$ cat src/adbm_pkg.sv
// Shared types, constants and register codes of the ADC board-id and battery monitor.
package adbm_pkg;

  localparam int MV_W    = 16;
  localparam int CONV_W  = 24;
  localparam int VER_W   = 8;
  localparam int DIV_W   = 32;
  localparam int DVS_W   = 16;
  localparam int CFG_IDX_W = 3;
  localparam int CFG_W   = 16;
  localparam int IN_DATA_W  = 64;
  localparam int IN_USER_W  = 2;
  localparam int OUT_DATA_W = 48;
  localparam int OUT_USER_W = 1;

  localparam logic ACT_SAMPLE = 1'b0;
  localparam logic ACT_LOAD   = 1'b1;
  localparam logic CH_VERSION = 1'b0;
  localparam logic CH_BATTERY = 1'b1;

  localparam logic [3:0]  RST_SAMPLES     = 4'd5;
  localparam logic [3:0]  RST_RANGE_COUNT = 4'd4;
  localparam logic [15:0] RST_DIV_RATIO   = 16'd0;
  localparam logic [15:0] RST_LOW_ADC     = 16'd1422;
  localparam logic [15:0] RST_LOW_BATT    = 16'd7000;
  localparam logic [15:0] RST_HIGH_ADC    = 16'd1707;
  localparam logic [15:0] RST_HIGH_BATT   = 16'd8400;

  localparam logic [15:0] RATIO_SCALE  = 16'd1000;
  localparam logic [15:0] FALLBACK_MUL = 16'd8400;
  localparam logic [15:0] FALLBACK_DIV = 16'd1800;
  localparam logic [CONV_W-1:0] SAT_MAX = 24'hFFFFFF;

  typedef enum logic [CFG_IDX_W-1:0] {
    REG_SAMPLES     = 3'd0,
    REG_RANGE_COUNT = 3'd1,
    REG_DIV_RATIO   = 3'd2,
    REG_LOW_ADC     = 3'd3,
    REG_LOW_BATT    = 3'd4,
    REG_HIGH_ADC    = 3'd5,
    REG_HIGH_BATT   = 3'd6
  } cfg_reg_t;

  typedef struct packed {
    logic [VER_W-1:0] version;
    logic [MV_W-1:0]  max_mv;
    logic [MV_W-1:0]  min_mv;
  } range_entry_t;

  typedef enum logic [2:0] {
    ST_IDLE,
    ST_AVG_START,
    ST_AVG_WAIT,
    ST_CONV_PREP,
    ST_CONV_START,
    ST_CONV_WAIT,
    ST_SCAN,
    ST_DONE
  } state_t;

  typedef struct packed {
    logic take;
    logic div_start;
    logic div_sel_conv;
    logic avg_load;
    logic conv_prep;
    logic conv_load;
    logic scan_step;
    logic out_load;
  } ctrl_cmd_t;

  typedef struct packed {
    logic complete;
    logic div_done;
    logic batt;
    logic need_div;
    logic scan_done;
    logic out_busy;
  } dp_status_t;

  function automatic range_entry_t default_range(input int idx);
    range_entry_t e;
    e = '0;
    case (idx)
      0: begin
        e.min_mv = 16'd0;    e.max_mv = 16'd200;  e.version = 8'd0;
      end
      1: begin
        e.min_mv = 16'd1600; e.max_mv = 16'd2000; e.version = 8'd1;
      end
      2: begin
        e.min_mv = 16'd800;  e.max_mv = 16'd1000; e.version = 8'd2;
      end
      3: begin
        e.min_mv = 16'd250;  e.max_mv = 16'd350;  e.version = 8'd3;
      end
      default: e = '0;
    endcase
    return e;
  endfunction

endpackage

$ cat src/adbm_div.sv
// Restoring divider, one quotient bit per cycle, shared by the mean and the conversion.
module adbm_div (
  input  logic                          clk,
  input  logic                          rst,
  input  logic                          start,
  input  logic [adbm_pkg::DIV_W-1:0]    dividend,
  input  logic [adbm_pkg::DVS_W-1:0]    divisor,
  output logic                          done,
  output logic [adbm_pkg::DIV_W-1:0]    quotient
);

  localparam int CNT_W = $clog2(adbm_pkg::DIV_W);

  logic                         busy;
  logic [CNT_W-1:0]             cnt;
  logic [adbm_pkg::DIV_W-1:0]   q;
  logic [adbm_pkg::DVS_W-1:0]   rem;
  logic [adbm_pkg::DVS_W:0]     trial;
  logic                         ge;
  logic [adbm_pkg::DVS_W-1:0]   rem_next;

  always_comb begin
    trial    = {rem, q[adbm_pkg::DIV_W-1]};
    ge       = trial >= {1'b0, divisor};
    rem_next = ge ? adbm_pkg::DVS_W'(trial - {1'b0, divisor})
                  : trial[adbm_pkg::DVS_W-1:0];
  end

  always_ff @(posedge clk) begin
    if (rst) begin
      busy <= 1'b0;
      done <= 1'b0;
      cnt  <= '0;
    end else begin
      done <= 1'b0;
      if (start) begin
        busy <= 1'b1;
        cnt  <= '0;
        q    <= dividend;
        rem  <= '0;
      end else if (busy) begin
        q   <= {q[adbm_pkg::DIV_W-2:0], ge};
        rem <= rem_next;
        cnt <= cnt + 1'b1;
        if (cnt == CNT_W'(adbm_pkg::DIV_W - 1)) begin
          busy <= 1'b0;
          done <= 1'b1;
        end
      end
    end
  end

  assign quotient = q;

endmodule

$ cat src/adbm_datapath.sv
// Datapath: registers, accumulators, range table, conversion and the output word register.
module adbm_datapath #(
  parameter int RANGE_ENTRIES = 10,
  parameter int MAX_SAMPLES   = 10
) (
  input  logic                               clk,
  input  logic                               rst,
  input  logic                               cfg_we,
  input  logic [adbm_pkg::CFG_IDX_W-1:0]     cfg_index,
  input  logic [adbm_pkg::CFG_W-1:0]         cfg_data,
  input  logic [adbm_pkg::IN_DATA_W-1:0]     in_tdata,
  input  logic [adbm_pkg::IN_USER_W-1:0]     in_tuser,
  input  adbm_pkg::ctrl_cmd_t                cmd,
  output adbm_pkg::dp_status_t               stat,
  output logic                               out_tvalid,
  input  logic                               out_tready,
  output logic [adbm_pkg::OUT_DATA_W-1:0]    out_tdata,
  output logic [adbm_pkg::OUT_USER_W-1:0]    out_tuser
);

  localparam int SUM_W  = $clog2(MAX_SAMPLES * 65535 + 1);
  localparam int CNT_W  = $clog2(MAX_SAMPLES + 1);
  localparam int IDX_W  = (RANGE_ENTRIES > 1) ? $clog2(RANGE_ENTRIES) : 1;
  localparam int SCAN_W = $clog2(RANGE_ENTRIES + 1);

  // Configuration registers.
  logic [3:0]  samples_per_average;
  logic [3:0]  range_count;
  logic [15:0] divider_ratio_milli;
  logic [15:0] cal_low_adc_mv;
  logic [15:0] cal_low_batt_mv;
  logic [15:0] cal_high_adc_mv;
  logic [15:0] cal_high_batt_mv;

  // Input word fields.
  logic        action;
  logic        channel;
  logic [15:0] sample_mv;
  logic [3:0]  entry_index;
  adbm_pkg::range_entry_t entry_in;

  assign action            = in_tuser[0];
  assign channel           = in_tuser[1];
  assign sample_mv         = in_tdata[15:0];
  assign entry_index       = in_tdata[19:16];
  assign entry_in.min_mv   = in_tdata[35:20];
  assign entry_in.max_mv   = in_tdata[51:36];
  assign entry_in.version  = in_tdata[59:52];

  logic [SUM_W-1:0] sums   [2];
  logic [CNT_W-1:0] counts [2];
  adbm_pkg::range_entry_t tbl [RANGE_ENTRIES];

  // Working registers of the item in flight.
  logic                       ch_r;
  logic [SUM_W-1:0]           sum_w;
  logic [CNT_W-1:0]           cnt_w;
  logic [15:0]                avg;
  logic [31:0]                prod;
  logic [15:0]                dvs;
  logic [15:0]                base;
  logic                       need_div;
  logic [adbm_pkg::CONV_W-1:0] conv;
  logic                       matched;
  logic [SCAN_W-1:0]          scan_cnt;

  logic [15:0]                o_avg;
  logic [adbm_pkg::CONV_W-1:0] o_conv;
  logic                       o_match;
  logic                       o_ch;
  logic                       o_valid;

  // Sample accumulation.
  logic [7:0]       eff_samples;
  logic [SUM_W-1:0] next_sum;
  logic [CNT_W-1:0] next_cnt;
  logic             complete;

  always_comb begin
    if (samples_per_average == 4'd0) begin
      eff_samples = 8'd1;
    end else if ({4'b0, samples_per_average} > 8'(MAX_SAMPLES)) begin
      eff_samples = 8'(MAX_SAMPLES);
    end else begin
      eff_samples = {4'b0, samples_per_average};
    end
    next_sum = sums[channel] + SUM_W'(sample_mv);
    next_cnt = counts[channel] + 1'b1;
    complete = (action == adbm_pkg::ACT_SAMPLE) && (8'(next_cnt) >= eff_samples);
  end

  // Shared divider.
  logic                        div_done;
  logic [adbm_pkg::DIV_W-1:0]  quotient;
  logic [adbm_pkg::DIV_W-1:0]  div_dividend;
  logic [adbm_pkg::DVS_W-1:0]  div_divisor;

  assign div_dividend = cmd.div_sel_conv ? prod : adbm_pkg::DIV_W'(sum_w);
  assign div_divisor  = cmd.div_sel_conv ? dvs  : adbm_pkg::DVS_W'(cnt_w);

  adbm_div u_div (
    .clk      (clk),
    .rst      (rst),
    .start    (cmd.div_start),
    .dividend (div_dividend),
    .divisor  (div_divisor),
    .done     (div_done),
    .quotient (quotient)
  );

  // Battery conversion setup: one multiply, registered before the divide.
  logic [15:0] mul_a;
  logic [15:0] mul_b;
  logic [31:0] product;
  logic [15:0] prep_div;
  logic [15:0] prep_base;
  logic        prep_need;

  always_comb begin
    mul_a     = avg;
    mul_b     = divider_ratio_milli;
    prep_div  = adbm_pkg::RATIO_SCALE;
    prep_base = 16'd0;
    prep_need = 1'b1;
    if (divider_ratio_milli != 16'd0) begin
      mul_b = divider_ratio_milli;
    end else if (cal_low_adc_mv != 16'd0 && cal_high_adc_mv != 16'd0) begin
      prep_base = cal_low_batt_mv;
      if (avg <= cal_low_adc_mv) begin
        prep_need = 1'b0;
      end else if (avg >= cal_high_adc_mv) begin
        prep_need = 1'b0;
        prep_base = cal_high_batt_mv;
      end else begin
        mul_a    = avg - cal_low_adc_mv;
        mul_b    = (cal_high_batt_mv > cal_low_batt_mv)
                   ? (cal_high_batt_mv - cal_low_batt_mv) : 16'd0;
        prep_div = cal_high_adc_mv - cal_low_adc_mv;
      end
    end else begin
      mul_b    = adbm_pkg::FALLBACK_MUL;
      prep_div = adbm_pkg::FALLBACK_DIV;
    end
  end

  assign product = {16'b0, mul_a} * {16'b0, mul_b};

  logic [32:0] conv_sum;
  assign conv_sum = {17'b0, base} + {1'b0, quotient};

  // Range table scan, one entry per cycle.
  logic [4:0]             scan_limit;
  logic                   scan_end;
  logic                   scan_hit;
  adbm_pkg::range_entry_t scan_entry;

  always_comb begin
    scan_limit = ({1'b0, range_count} > 5'(RANGE_ENTRIES)) ? 5'(RANGE_ENTRIES)
                                                           : {1'b0, range_count};
    scan_end   = 5'(scan_cnt) >= scan_limit;
    scan_entry = tbl[scan_cnt[IDX_W-1:0]];
    scan_hit   = !scan_end && (avg >= scan_entry.min_mv) && (avg <= scan_entry.max_mv);
  end

  always_ff @(posedge clk) begin
    if (rst) begin
      samples_per_average <= adbm_pkg::RST_SAMPLES;
      range_count         <= adbm_pkg::RST_RANGE_COUNT;
      divider_ratio_milli <= adbm_pkg::RST_DIV_RATIO;
      cal_low_adc_mv      <= adbm_pkg::RST_LOW_ADC;
      cal_low_batt_mv     <= adbm_pkg::RST_LOW_BATT;
      cal_high_adc_mv     <= adbm_pkg::RST_HIGH_ADC;
      cal_high_batt_mv    <= adbm_pkg::RST_HIGH_BATT;
    end else if (cfg_we) begin
      case (cfg_index)
        adbm_pkg::REG_SAMPLES:     samples_per_average <= cfg_data[3:0];
        adbm_pkg::REG_RANGE_COUNT: range_count         <= cfg_data[3:0];
        adbm_pkg::REG_DIV_RATIO:   divider_ratio_milli <= cfg_data;
        adbm_pkg::REG_LOW_ADC:     cal_low_adc_mv      <= cfg_data;
        adbm_pkg::REG_LOW_BATT:    cal_low_batt_mv     <= cfg_data;
        adbm_pkg::REG_HIGH_ADC:    cal_high_adc_mv     <= cfg_data;
        adbm_pkg::REG_HIGH_BATT:   cal_high_batt_mv    <= cfg_data;
        default: ;
      endcase
    end
  end

  always_ff @(posedge clk) begin
    if (rst) begin
      for (int i = 0; i < 2; i++) begin
        sums[i]   <= '0;
        counts[i] <= '0;
      end
      for (int i = 0; i < RANGE_ENTRIES; i++) begin
        tbl[i] <= adbm_pkg::default_range(i);
      end
    end else if (cmd.take) begin
      if (action == adbm_pkg::ACT_LOAD) begin
        if ({1'b0, entry_index} < 5'(RANGE_ENTRIES)) begin
          tbl[entry_index[IDX_W-1:0]] <= entry_in;
        end
      end else if (complete) begin
        sums[channel]   <= '0;
        counts[channel] <= '0;
      end else begin
        sums[channel]   <= next_sum;
        counts[channel] <= next_cnt;
      end
    end
  end

  always_ff @(posedge clk) begin
    if (cmd.take && complete) begin
      sum_w <= next_sum;
      cnt_w <= next_cnt;
      ch_r  <= channel;
    end
    if (cmd.avg_load) begin
      avg      <= quotient[15:0];
      scan_cnt <= '0;
      matched  <= 1'b0;
      conv     <= '0;
    end
    if (cmd.conv_prep) begin
      prod     <= product;
      dvs      <= prep_div;
      base     <= prep_base;
      need_div <= prep_need;
      conv     <= adbm_pkg::CONV_W'(prep_base);
      matched  <= 1'b1;
    end
    if (cmd.conv_load) begin
      conv <= (conv_sum > 33'(adbm_pkg::SAT_MAX)) ? adbm_pkg::SAT_MAX
                                                  : conv_sum[adbm_pkg::CONV_W-1:0];
    end
    if (cmd.scan_step) begin
      if (scan_hit) begin
        conv    <= adbm_pkg::CONV_W'(scan_entry.version);
        matched <= 1'b1;
      end else begin
        scan_cnt <= scan_cnt + 1'b1;
      end
    end
    if (cmd.out_load) begin
      o_avg   <= avg;
      o_conv  <= conv;
      o_match <= matched;
      o_ch    <= ch_r;
    end
  end

  always_ff @(posedge clk) begin
    if (rst) begin
      o_valid <= 1'b0;
    end else if (cmd.out_load) begin
      o_valid <= 1'b1;
    end else if (out_tready) begin
      o_valid <= 1'b0;
    end
  end

  assign stat.complete  = complete;
  assign stat.div_done  = div_done;
  assign stat.batt      = (ch_r == adbm_pkg::CH_BATTERY);
  assign stat.need_div  = need_div;
  assign stat.scan_done = scan_hit || scan_end;
  assign stat.out_busy  = o_valid && !out_tready;

  assign out_tvalid = o_valid;
  assign out_tdata  = {7'b0, o_match, o_conv, o_avg};
  assign out_tuser  = o_ch;

endmodule

$ cat src/adbm_ctrl.sv
// Controller state machine sequencing accept, mean, conversion or table scan, and output.
module adbm_ctrl (
  input  logic                 clk,
  input  logic                 rst,
  input  logic                 in_tvalid,
  output logic                 in_tready,
  input  adbm_pkg::dp_status_t stat,
  output adbm_pkg::ctrl_cmd_t  cmd
);

  adbm_pkg::state_t state;
  adbm_pkg::state_t state_next;

  always_ff @(posedge clk) begin
    if (rst) begin
      state <= adbm_pkg::ST_IDLE;
    end else begin
      state <= state_next;
    end
  end

  always_comb begin
    state_next = state;
    case (state)
      adbm_pkg::ST_IDLE: begin
        if (in_tvalid && stat.complete) state_next = adbm_pkg::ST_AVG_START;
      end
      adbm_pkg::ST_AVG_START: state_next = adbm_pkg::ST_AVG_WAIT;
      adbm_pkg::ST_AVG_WAIT: begin
        if (stat.div_done) begin
          state_next = stat.batt ? adbm_pkg::ST_CONV_PREP : adbm_pkg::ST_SCAN;
        end
      end
      adbm_pkg::ST_CONV_PREP: state_next = adbm_pkg::ST_CONV_START;
      adbm_pkg::ST_CONV_START: begin
        state_next = stat.need_div ? adbm_pkg::ST_CONV_WAIT : adbm_pkg::ST_DONE;
      end
      adbm_pkg::ST_CONV_WAIT: begin
        if (stat.div_done) state_next = adbm_pkg::ST_DONE;
      end
      adbm_pkg::ST_SCAN: begin
        if (stat.scan_done) state_next = adbm_pkg::ST_DONE;
      end
      adbm_pkg::ST_DONE: begin
        if (!stat.out_busy) state_next = adbm_pkg::ST_IDLE;
      end
      default: state_next = adbm_pkg::ST_IDLE;
    endcase
  end

  always_comb begin
    cmd       = '0;
    in_tready = 1'b0;
    case (state)
      adbm_pkg::ST_IDLE: begin
        in_tready = 1'b1;
        cmd.take  = in_tvalid;
      end
      adbm_pkg::ST_AVG_START: cmd.div_start = 1'b1;
      adbm_pkg::ST_AVG_WAIT:  cmd.avg_load  = stat.div_done;
      adbm_pkg::ST_CONV_PREP: cmd.conv_prep = 1'b1;
      adbm_pkg::ST_CONV_START: begin
        cmd.div_start    = stat.need_div;
        cmd.div_sel_conv = 1'b1;
      end
      adbm_pkg::ST_CONV_WAIT: begin
        cmd.div_sel_conv = 1'b1;
        cmd.conv_load    = stat.div_done;
      end
      adbm_pkg::ST_SCAN: cmd.scan_step = 1'b1;
      adbm_pkg::ST_DONE: cmd.out_load  = !stat.out_busy;
      default: ;
    endcase
  end

endmodule

$ cat src/adc_board_id_and_battery_monitor.sv
// Top level of the ADC board-id and battery monitor.
//
// Input words arrive on s_axis. A sample word (tuser action bit low) adds its
// millivolt reading to the running sum of its channel; once the channel holds
// samples_per_average readings, the mean is formed and one result word leaves
// on m_axis. A load word (action bit high) writes one range table entry and
// never produces a result; an index past the table writes nothing.
// Version results scan the range table one entry per cycle, first match wins.
// Battery results go through ratio, two-point or fallback conversion.
// From the accepted completing sample, the mean takes one pass through the
// shared 32-step bit-serial divider. The version channel then scans the
// table entry by entry; the battery channel registers its multiply and takes
// a second divider pass, skipped when the mean is clamped to a calibration
// point. Other samples are taken back to back. One average is in flight at a
// time; the next word is accepted as soon as the result sits in the output
// register, even if the receiver has not taken it yet. If the receiver stalls
// with a result still pending, the block waits before loading the next result.
// The configuration channel is always ready and should be written only when
// the block is idle. Reset restores the register defaults, clears both
// accumulators, restores the four default ranges and empties the output.
module adc_board_id_and_battery_monitor #(
  parameter int RANGE_ENTRIES = 10,
  parameter int MAX_SAMPLES   = 10
) (
  input  logic                               clk,
  input  logic                               rst,
  input  logic                               cfg_valid,
  output logic                               cfg_ready,
  input  logic [adbm_pkg::CFG_IDX_W-1:0]     cfg_index,
  input  logic [adbm_pkg::CFG_W-1:0]         cfg_data,
  input  logic                               s_axis_tvalid,
  output logic                               s_axis_tready,
  // Fields from bit 0: sample_mv[15:0], entry_index[19:16], entry_min_mv[35:20],
  // entry_max_mv[51:36], entry_version[59:52], zero pad [63:60].
  input  logic [adbm_pkg::IN_DATA_W-1:0]     s_axis_tdata,
  // Fields from bit 0: action[0], channel[1].
  input  logic [adbm_pkg::IN_USER_W-1:0]     s_axis_tuser,
  output logic                               m_axis_tvalid,
  input  logic                               m_axis_tready,
  // Fields from bit 0: average_mv[15:0], converted_value[39:16],
  // range_matched[40], zero pad [47:41].
  output logic [adbm_pkg::OUT_DATA_W-1:0]    m_axis_tdata,
  // Fields from bit 0: result_channel[0].
  output logic [adbm_pkg::OUT_USER_W-1:0]    m_axis_tuser
);

  adbm_pkg::ctrl_cmd_t  cmd;
  adbm_pkg::dp_status_t stat;

  // Register writes are always taken in the cycle they are offered.
  assign cfg_ready = 1'b1;

  adbm_ctrl u_ctrl (
    .clk       (clk),
    .rst       (rst),
    .in_tvalid (s_axis_tvalid),
    .in_tready (s_axis_tready),
    .stat      (stat),
    .cmd       (cmd)
  );

  adbm_datapath #(
    .RANGE_ENTRIES (RANGE_ENTRIES),
    .MAX_SAMPLES   (MAX_SAMPLES)
  ) u_dp (
    .clk        (clk),
    .rst        (rst),
    .cfg_we     (cfg_valid && cfg_ready),
    .cfg_index  (cfg_index),
    .cfg_data   (cfg_data),
    .in_tdata   (s_axis_tdata),
    .in_tuser   (s_axis_tuser),
    .cmd        (cmd),
    .stat       (stat),
    .out_tvalid (m_axis_tvalid),
    .out_tready (m_axis_tready),
    .out_tdata  (m_axis_tdata),
    .out_tuser  (m_axis_tuser)
  );

endmodule

$ cat config.mk
export PLATFORM = sky130hd
export DESIGN_NAME = adc_board_id_and_battery_monitor
export DESIGN_NICKNAME = d
export VERILOG_FILES = /design/src/adbm_pkg.sv /design/src/adbm_div.sv /design/src/adbm_datapath.sv /design/src/adbm_ctrl.sv /design/src/adc_board_id_and_battery_monitor.sv
export SDC_FILE = /design/constraint.sdc
export NUM_CORES = 2
export LEC_CHECK = 0
export BUFFER_PORTS_ARGS = -buffer_cell sky130_fd_sc_hd__buf_2
export CAP_MARGIN = 30
export CORE_ASPECT_RATIO = 0.5
export CORE_MARGIN = 1.5
export CORE_UTILIZATION = 55
export DETAILED_ROUTE_END_ITERATION = 6
export PLACE_DENSITY_LB_ADDON = 0.05
export SYNTH_ARGS = -nofsm -noshare
export SYNTH_HDL_FRONTEND = slang
export SYNTH_SLANG_ARGS = --single-unit
export TNS_END_PERCENT = 50
$ cat constraint.sdc
create_clock -name clk -period 24.8 [get_ports clk]
set_input_delay 2.48 -clock clk [delete_from_list [all_inputs] [get_ports clk]]
set_output_delay 2.48 -clock clk [all_outputs]
set_load 0.01 [all_outputs]
**After elaboration in Yosys (flattened, before gate mapping)**

Memory sizes are Yosys's and may differ from the RTL's. A register that Yosys moved wholly into a read port is not among the register bits.
Cells that the tools add are included.

- Add/sub/neg operators: 9
- Order comparisons: 12
- Muxes and demuxes: 96
- Bitwise logic cells: 6
- Reduce and logical (&&, ||, !) cells: 36
- Equality and inequality tests: 19
- Divide/modulo/power cells: 0
- Multiply operators: 1
- Shifts and indexed selects: 0

Operators by type and width:

| cell | number |
|---|---|
| $mux 16 | 16 |
| $mux 40 | 6 |
| $mux 24 | 6 |
| $mux 32 | 3 |
| $sub 16x16->16 | 4 |
| $reduce_bool 16->1 | 3 |
| $mux 1 | 42 |
| $mux 20 | 2 |
| $reduce_or 40->1 | 1 |
| $mux 4 | 9 |
| $add 16x32->33 | 1 |
| $gt 33x24->1 const B | 1 |
| $mux 11 | 3 |
| $ge 16x16->1 | 2 |
| $le 16x16->1 | 2 |
| $mul 16x16->32 | 1 |
| $pmux 3 s8 | 1 |
| $eq 3x3->1 const B | 7 |
| $add 20x16->20 | 1 |
| $reduce_or 20->1 | 1 |
| $mux 3 | 6 |
| $ge 17x16->1 | 1 |
| $gt 16x16->1 | 1 |
| $reduce_and 2->1 | 8 |
| other kinds (25) | 51 |

- Flip-flop bits (word level): 324
- Output and inout port bits: 52
- Memories: 3
- ROM bits: 0
- Bits in writable memories: 448
- Bits in latches: 0
- Word-level logic and storage cells: 212

Memory list:

| memory | words | width | rd ports | clocked after memory_dff | wr ports | line | source |
|---|---|---|---|---|---|---|---|
| u_dp.tbl | 10 | 40 | 1 | 1 | 10 | adbm_datapath.sv:52 | `adbm_pkg::range_entry_t tbl [RANGE_ENTRIES];` |
| u_dp.sums | 2 | 20 | 1 | 0 | 2 | adbm_datapath.sv:50 | `logic [SUM_W-1:0] sums [2];` |
| u_dp.counts | 2 | 4 | 1 | 0 | 2 | adbm_datapath.sv:51 | `logic [CNT_W-1:0] counts [2];` |

**Logic depth before layout (Yosys ltp)**

- Depth after elaboration: 13
- Mapped depth: 38
- Depth with buffers taken out: 36

**By module**

A second synthesis with hierarchy kept.

- Cell total of the unflattened synthesis: 4425
- Area, all modules: 55195.4 sq um

Modules (own cells, without submodules):

| module | seq. area each (sq um) | area each (sq um) | times used | cells each |
|---|---|---|---|---|
| adbm_datapath | 27466.3 | 51619.5 | 1 | 4101 |
| adbm_div | 1581.5 | 3260.6 | 1 | 279 |
| adbm_ctrl | 60.1 | 304.0 | 1 | 43 |
| adc_board_id_and_battery_monitor | 0.0 | 11.3 | 1 | 2 |

**Worst setup path after synthesis**

OpenSTA, ideal clock, no wires.

- Path kind: reg-to-reg
- From: reg u_dp.avg[0]
- To: reg u_dp.prod[30], data pin
- Buffers on the path: 1
- Setup slack: 15.933 ns
- Period minus slack after synthesis: 8.867 ns
- Arrival: 8.610 ns
- Library setup time: 0.258 ns
- Stages on the path, launching flop included: 37
- Required time: 24.542 ns
- Cells stage by stage: edfxtp_1 -> inv_1 -> ha_1 -> inv_1 -> fa_1 -> a21oi_1 -> o21ai_0 -> a2111oi_0 -> nor3_1 -> o21ai_1 -> nor3_2 -> and3_1 -> a31o_2 -> a21oi_1 -> buf_2 -> nor2_1 -> fa_1 -> inv_1 -> fa_1 -> fa_1 -> fa_1 -> inv_1 -> fa_1 -> inv_1 -> fa_1 -> inv_1 -> ha_1 -> o21a_1 -> o21a_1 -> o21ai_0 -> nand2b_1 -> a311oi_1 -> o31ai_1 -> a311o_1 -> a21o_1 -> a21oi_1 -> xnor2_1

- Longest elaborated chain between the ends: 6

RTL lines:

| element | line | source |
|---|---|---|
| start, declared | adbm_datapath.sv:58 | `logic [15:0] avg;` |
| start signal, assigned | adbm_datapath.sv:219 | `avg <= quotient[15:0];` |
| $sub 16x16->16 / $ge 16x16->1 (equally long branches) | adbm_datapath.sv:135, adbm_datapath.sv:131 |  |
| $mux 16 | adbm_datapath.sv:131 | `end else if (avg >= cal_high_adc_mv) begin` |
| $mux 16 | adbm_datapath.sv:129 | `if (avg <= cal_low_adc_mv) begin` |
| $mux 16 | adbm_datapath.sv:127 | `end else if (cal_low_adc_mv != 16'd0 && cal_high_adc_mv != 16'd0) begin` |
| $mux 16 | adbm_datapath.sv:125 | `if (divider_ratio_milli != 16'd0) begin` |
| $mul 16x16->32 * | adbm_datapath.sv:146 | `assign product = {16'b0, mul_a} * {16'b0, mul_b};` |
| named net u_dp.product[30] | adbm_datapath.sv:114 | `logic [31:0] product;` |
| end signal, assigned | adbm_datapath.sv:225 | `prod <= product;` |
| end, declared | adbm_datapath.sv:59 | `logic [31:0] prod;` |

Mark *: on every way through the listed nets, which the timed path passes. The rest lies on a longest branch.
A chain may end at the register's enable or synchronous reset.

**Final worst setup path**

Same ends and word-level chain as after synthesis.

==> impl_metrics.json <==
{
  "outcome": "complete, no violations",
  "peakVddDrop_mv": 0.0716,
  "cts.sinks": 1012,
  "critical_path.max_stage_delay_ps": 590,
  "crit_arrival_ps": 10970,
  "relSlewSlack": 0.256,
  "coreArea_um2": 99900,
  "routed_wl_mm": 148,
  "clock_path_buffers": 3,
  "drc": 0,
  "layout_common_cells": "edfxtp_1, nor2_1, nand2_1",
  "clockRootBuffer": "clkbuf_16",
  "cp_slowest_cell": "a2111oi_0",
  "hold_buffers": 0,
  "skew_ps": 61.8,
  "syn-cell-area_um2": 55300,
  "synth_top_area_cell": "edfxtp_1",
  "synth_flop_cell": "edfxtp_1",
  "critPathMaxFanout": 18,
  "vias": 37753,
  "viasPerCell": 5.79,
  "synth_top_area_share": 0.480,
  "grt_pass1_wl_mm": 222,
  "period_share": 0.424,
  "mostFrequentLayoutCell": "edfxtp_1",
  "dp.cells": 6357,
  "setup_viol": 0,
  "setup_tns_ps": 0,
  "startpoint_type": "flop",
  "top_layer_used": "met4",
  "grtUsageTotal": 0.290,
  "cap_violations": 0,
  "crit_path_end_kind": "flop",
  "tritoncts": "done",
  "seq_area_frac_synth": 0.526,
  "dr_wl_met3_mm": 11.2,
  "wl_per_cell_um": 22.6,
  "post_cts_resize_count": 0,
  "power_uw": 3940,
  "drive_above_1_share": 0.108,
  "grt_max_degree": 69,
  "cp.required_ps": 25260,
  "post_cts.repair.setup_buffers": 0,
  "area_growth_pct": 11.3,
  "io_pins": 142,
  "path_clk_slew_ps": 60,
  "gp_congestion": 0.918,
  "htree_num_levels": 3,
  "fp.dieH_um": 227,
  "die_area_um2": 103000,
  "netlist_instances": 4775,
  "postSynth.asyncResetShare": 0,
  "synth_cell_type_count": 74,
  "dp_hpwl_mm": 97.3,
  "grt_overflow": 0,
  "dr.pass1.iters": 7,
  "ant_nets": 0,
  "grt_pass1_vias": 37255,
  "drtIter0Drc": 3335,
  "met1_length_mm": 62.4,
  "die_x_um": 452,
  "design_area_um2": 61600,
  "p_leak_uw": 0.0243,
  "antenna_found_initial": 4,
  "powerDensity_nw_per_um2": 64.0,
  "numCtsBuffers": 90,
  "criticalPathCategory": "reg -> reg",
  "finalCriticalPeriod_ps": 10510,
  "ys_ff_latch": 1012,
  "final_max_slew_viol_count": 0,
  "fin_cells": 6525,
  "synth_edf_count": 884,
  "hp-class": "reg -> reg",
  "rsz0062_at_grt": "no",
  "crit_top_cell": "fa_1",
  "fin_nets": 5655,
  "worst_slew_pin_slew_ps": 1120,
  "io_buffers": 129,
  "hold_slack_ps": 424,
  "final-hold-violation-count": 0,
  "wl_met2_mm": 70.1,
  "dpl-instance-area_um2": 58500,
  "clk_latency_ps": 710,
  "yosys_warnings": 0,
  "num_rows": 82,
  "syn_area_per_cell_um2": 11.6,
  "max_freq_ghz": 0.0952,
  "start_util": 0.554,
  "synthTopCellsByArea": "edfxtp_1, fa_1, ha_1, dfxtp_1, nor2_1"
}
per-layer routing:
layer  vias to the layer above  global-route usage
met2                      1298               0.481
met4                         0              0.0812
met3                       251              0.0478
li1                      17255                   -
met5                         -                   0
met1                     18949               0.397
report_power, final:
group / total (uW) / internal, uW / switching, uW
registers: 1970 / 1930 / 36.1
logic: 495 / 187 / 309
clock network: 1480 / 815 / 664
Yosys cell counts (98+ instances only):
| cell | count |
|---|---|
| mux4_2 | 98 |
| clkbuf_1 | 152 |
| ha_1 | 259 |
| nor2_1 | 659 |
| edfxtp_1 | 884 |
| a21oi_1 | 215 |
| nand2_1 | 613 |
| inv_1 | 383 |
| mux2i_1 | 177 |
| o21ai_0 | 122 |
| dfxtp_1 | 128 |
| fa_1 | 200 |
worst max-delay path, delay by kind of cell, from the launching register on:
kind	cells	cell delay, ps
buf+inv	5	560
xor+xnor	1	80
fa+ha+maj	9	4020
flops	1	510
simple gates	7	1700
compound gates	12	3390
cell type report:
type / count / area, um^2
clock buffer: 111 / 2400
antenna: 1 / 2.50
tap: 1344 / 1680
inverter: 383 / 1440
fill: 8182 / 38300
clock inverter: 55 / 683
multi-input combinational: 3414 / 25000
timing repair buffer: 205 / 1250
sequential: 1012 / 29100
path summary, 6_finish.rpt:
path	from	endpoint	slack [ps]	depth (start not counted)
max reg2reg	u_dp.avg[0]	u_dp.prod[30]	14290	34
min reg2reg	u_dp.conv[18]	u_dp.o_conv[18]	420	0
max	u_dp.avg[0]	u_dp.prod[30]	14290	34
min	u_dp.conv[18]	u_dp.o_conv[18]	420	0
through the flow:
step | setup WS, ps | util
floorplan | 15930 | -
global placement | 14330 | 0.585
detailed placement | 14330 | 0.585
CTS | 14330 | 0.616
global route | 13790 | 0.617
finish | 14290 | 0.617
kinds of logic after synthesis:
logic type,after synthesis,synth area share
adder cells (fa/ha/maj),460,0.131
flip-flops,1012,0.526
other,2,0.000136
AO/OA/AOI/OAI,685,0.0811
AND/OR/NAND/NOR,1587,0.121
multiplexers,322,0.0815
XOR/XNOR,112,0.0177
buffers and inverters,595,0.0417
state kept, by name, indices dropped and copies added, names as in the netlist, 16 cells and up:
register	count
u_dp.prod	32
u_dp.u_div.quotient	32
u_dp.sums	40
u_dp.cal_high_adc_mv	16
u_dp.sum_w	20
u_dp.dvs	16
u_dp.u_div.rem	16
u_dp.cal_low_adc_mv	16
u_dp.cal_high_batt_mv	16
u_dp.base	16
u_dp.conv	24
u_dp.divider_ratio_milli	16
u_dp.cal_low_batt_mv	16
u_dp.tbl	640
u_dp.o_avg	16
u_dp.o_conv	24
u_dp.avg	16
No activity file was read; power rests on OpenSTA's default activity.
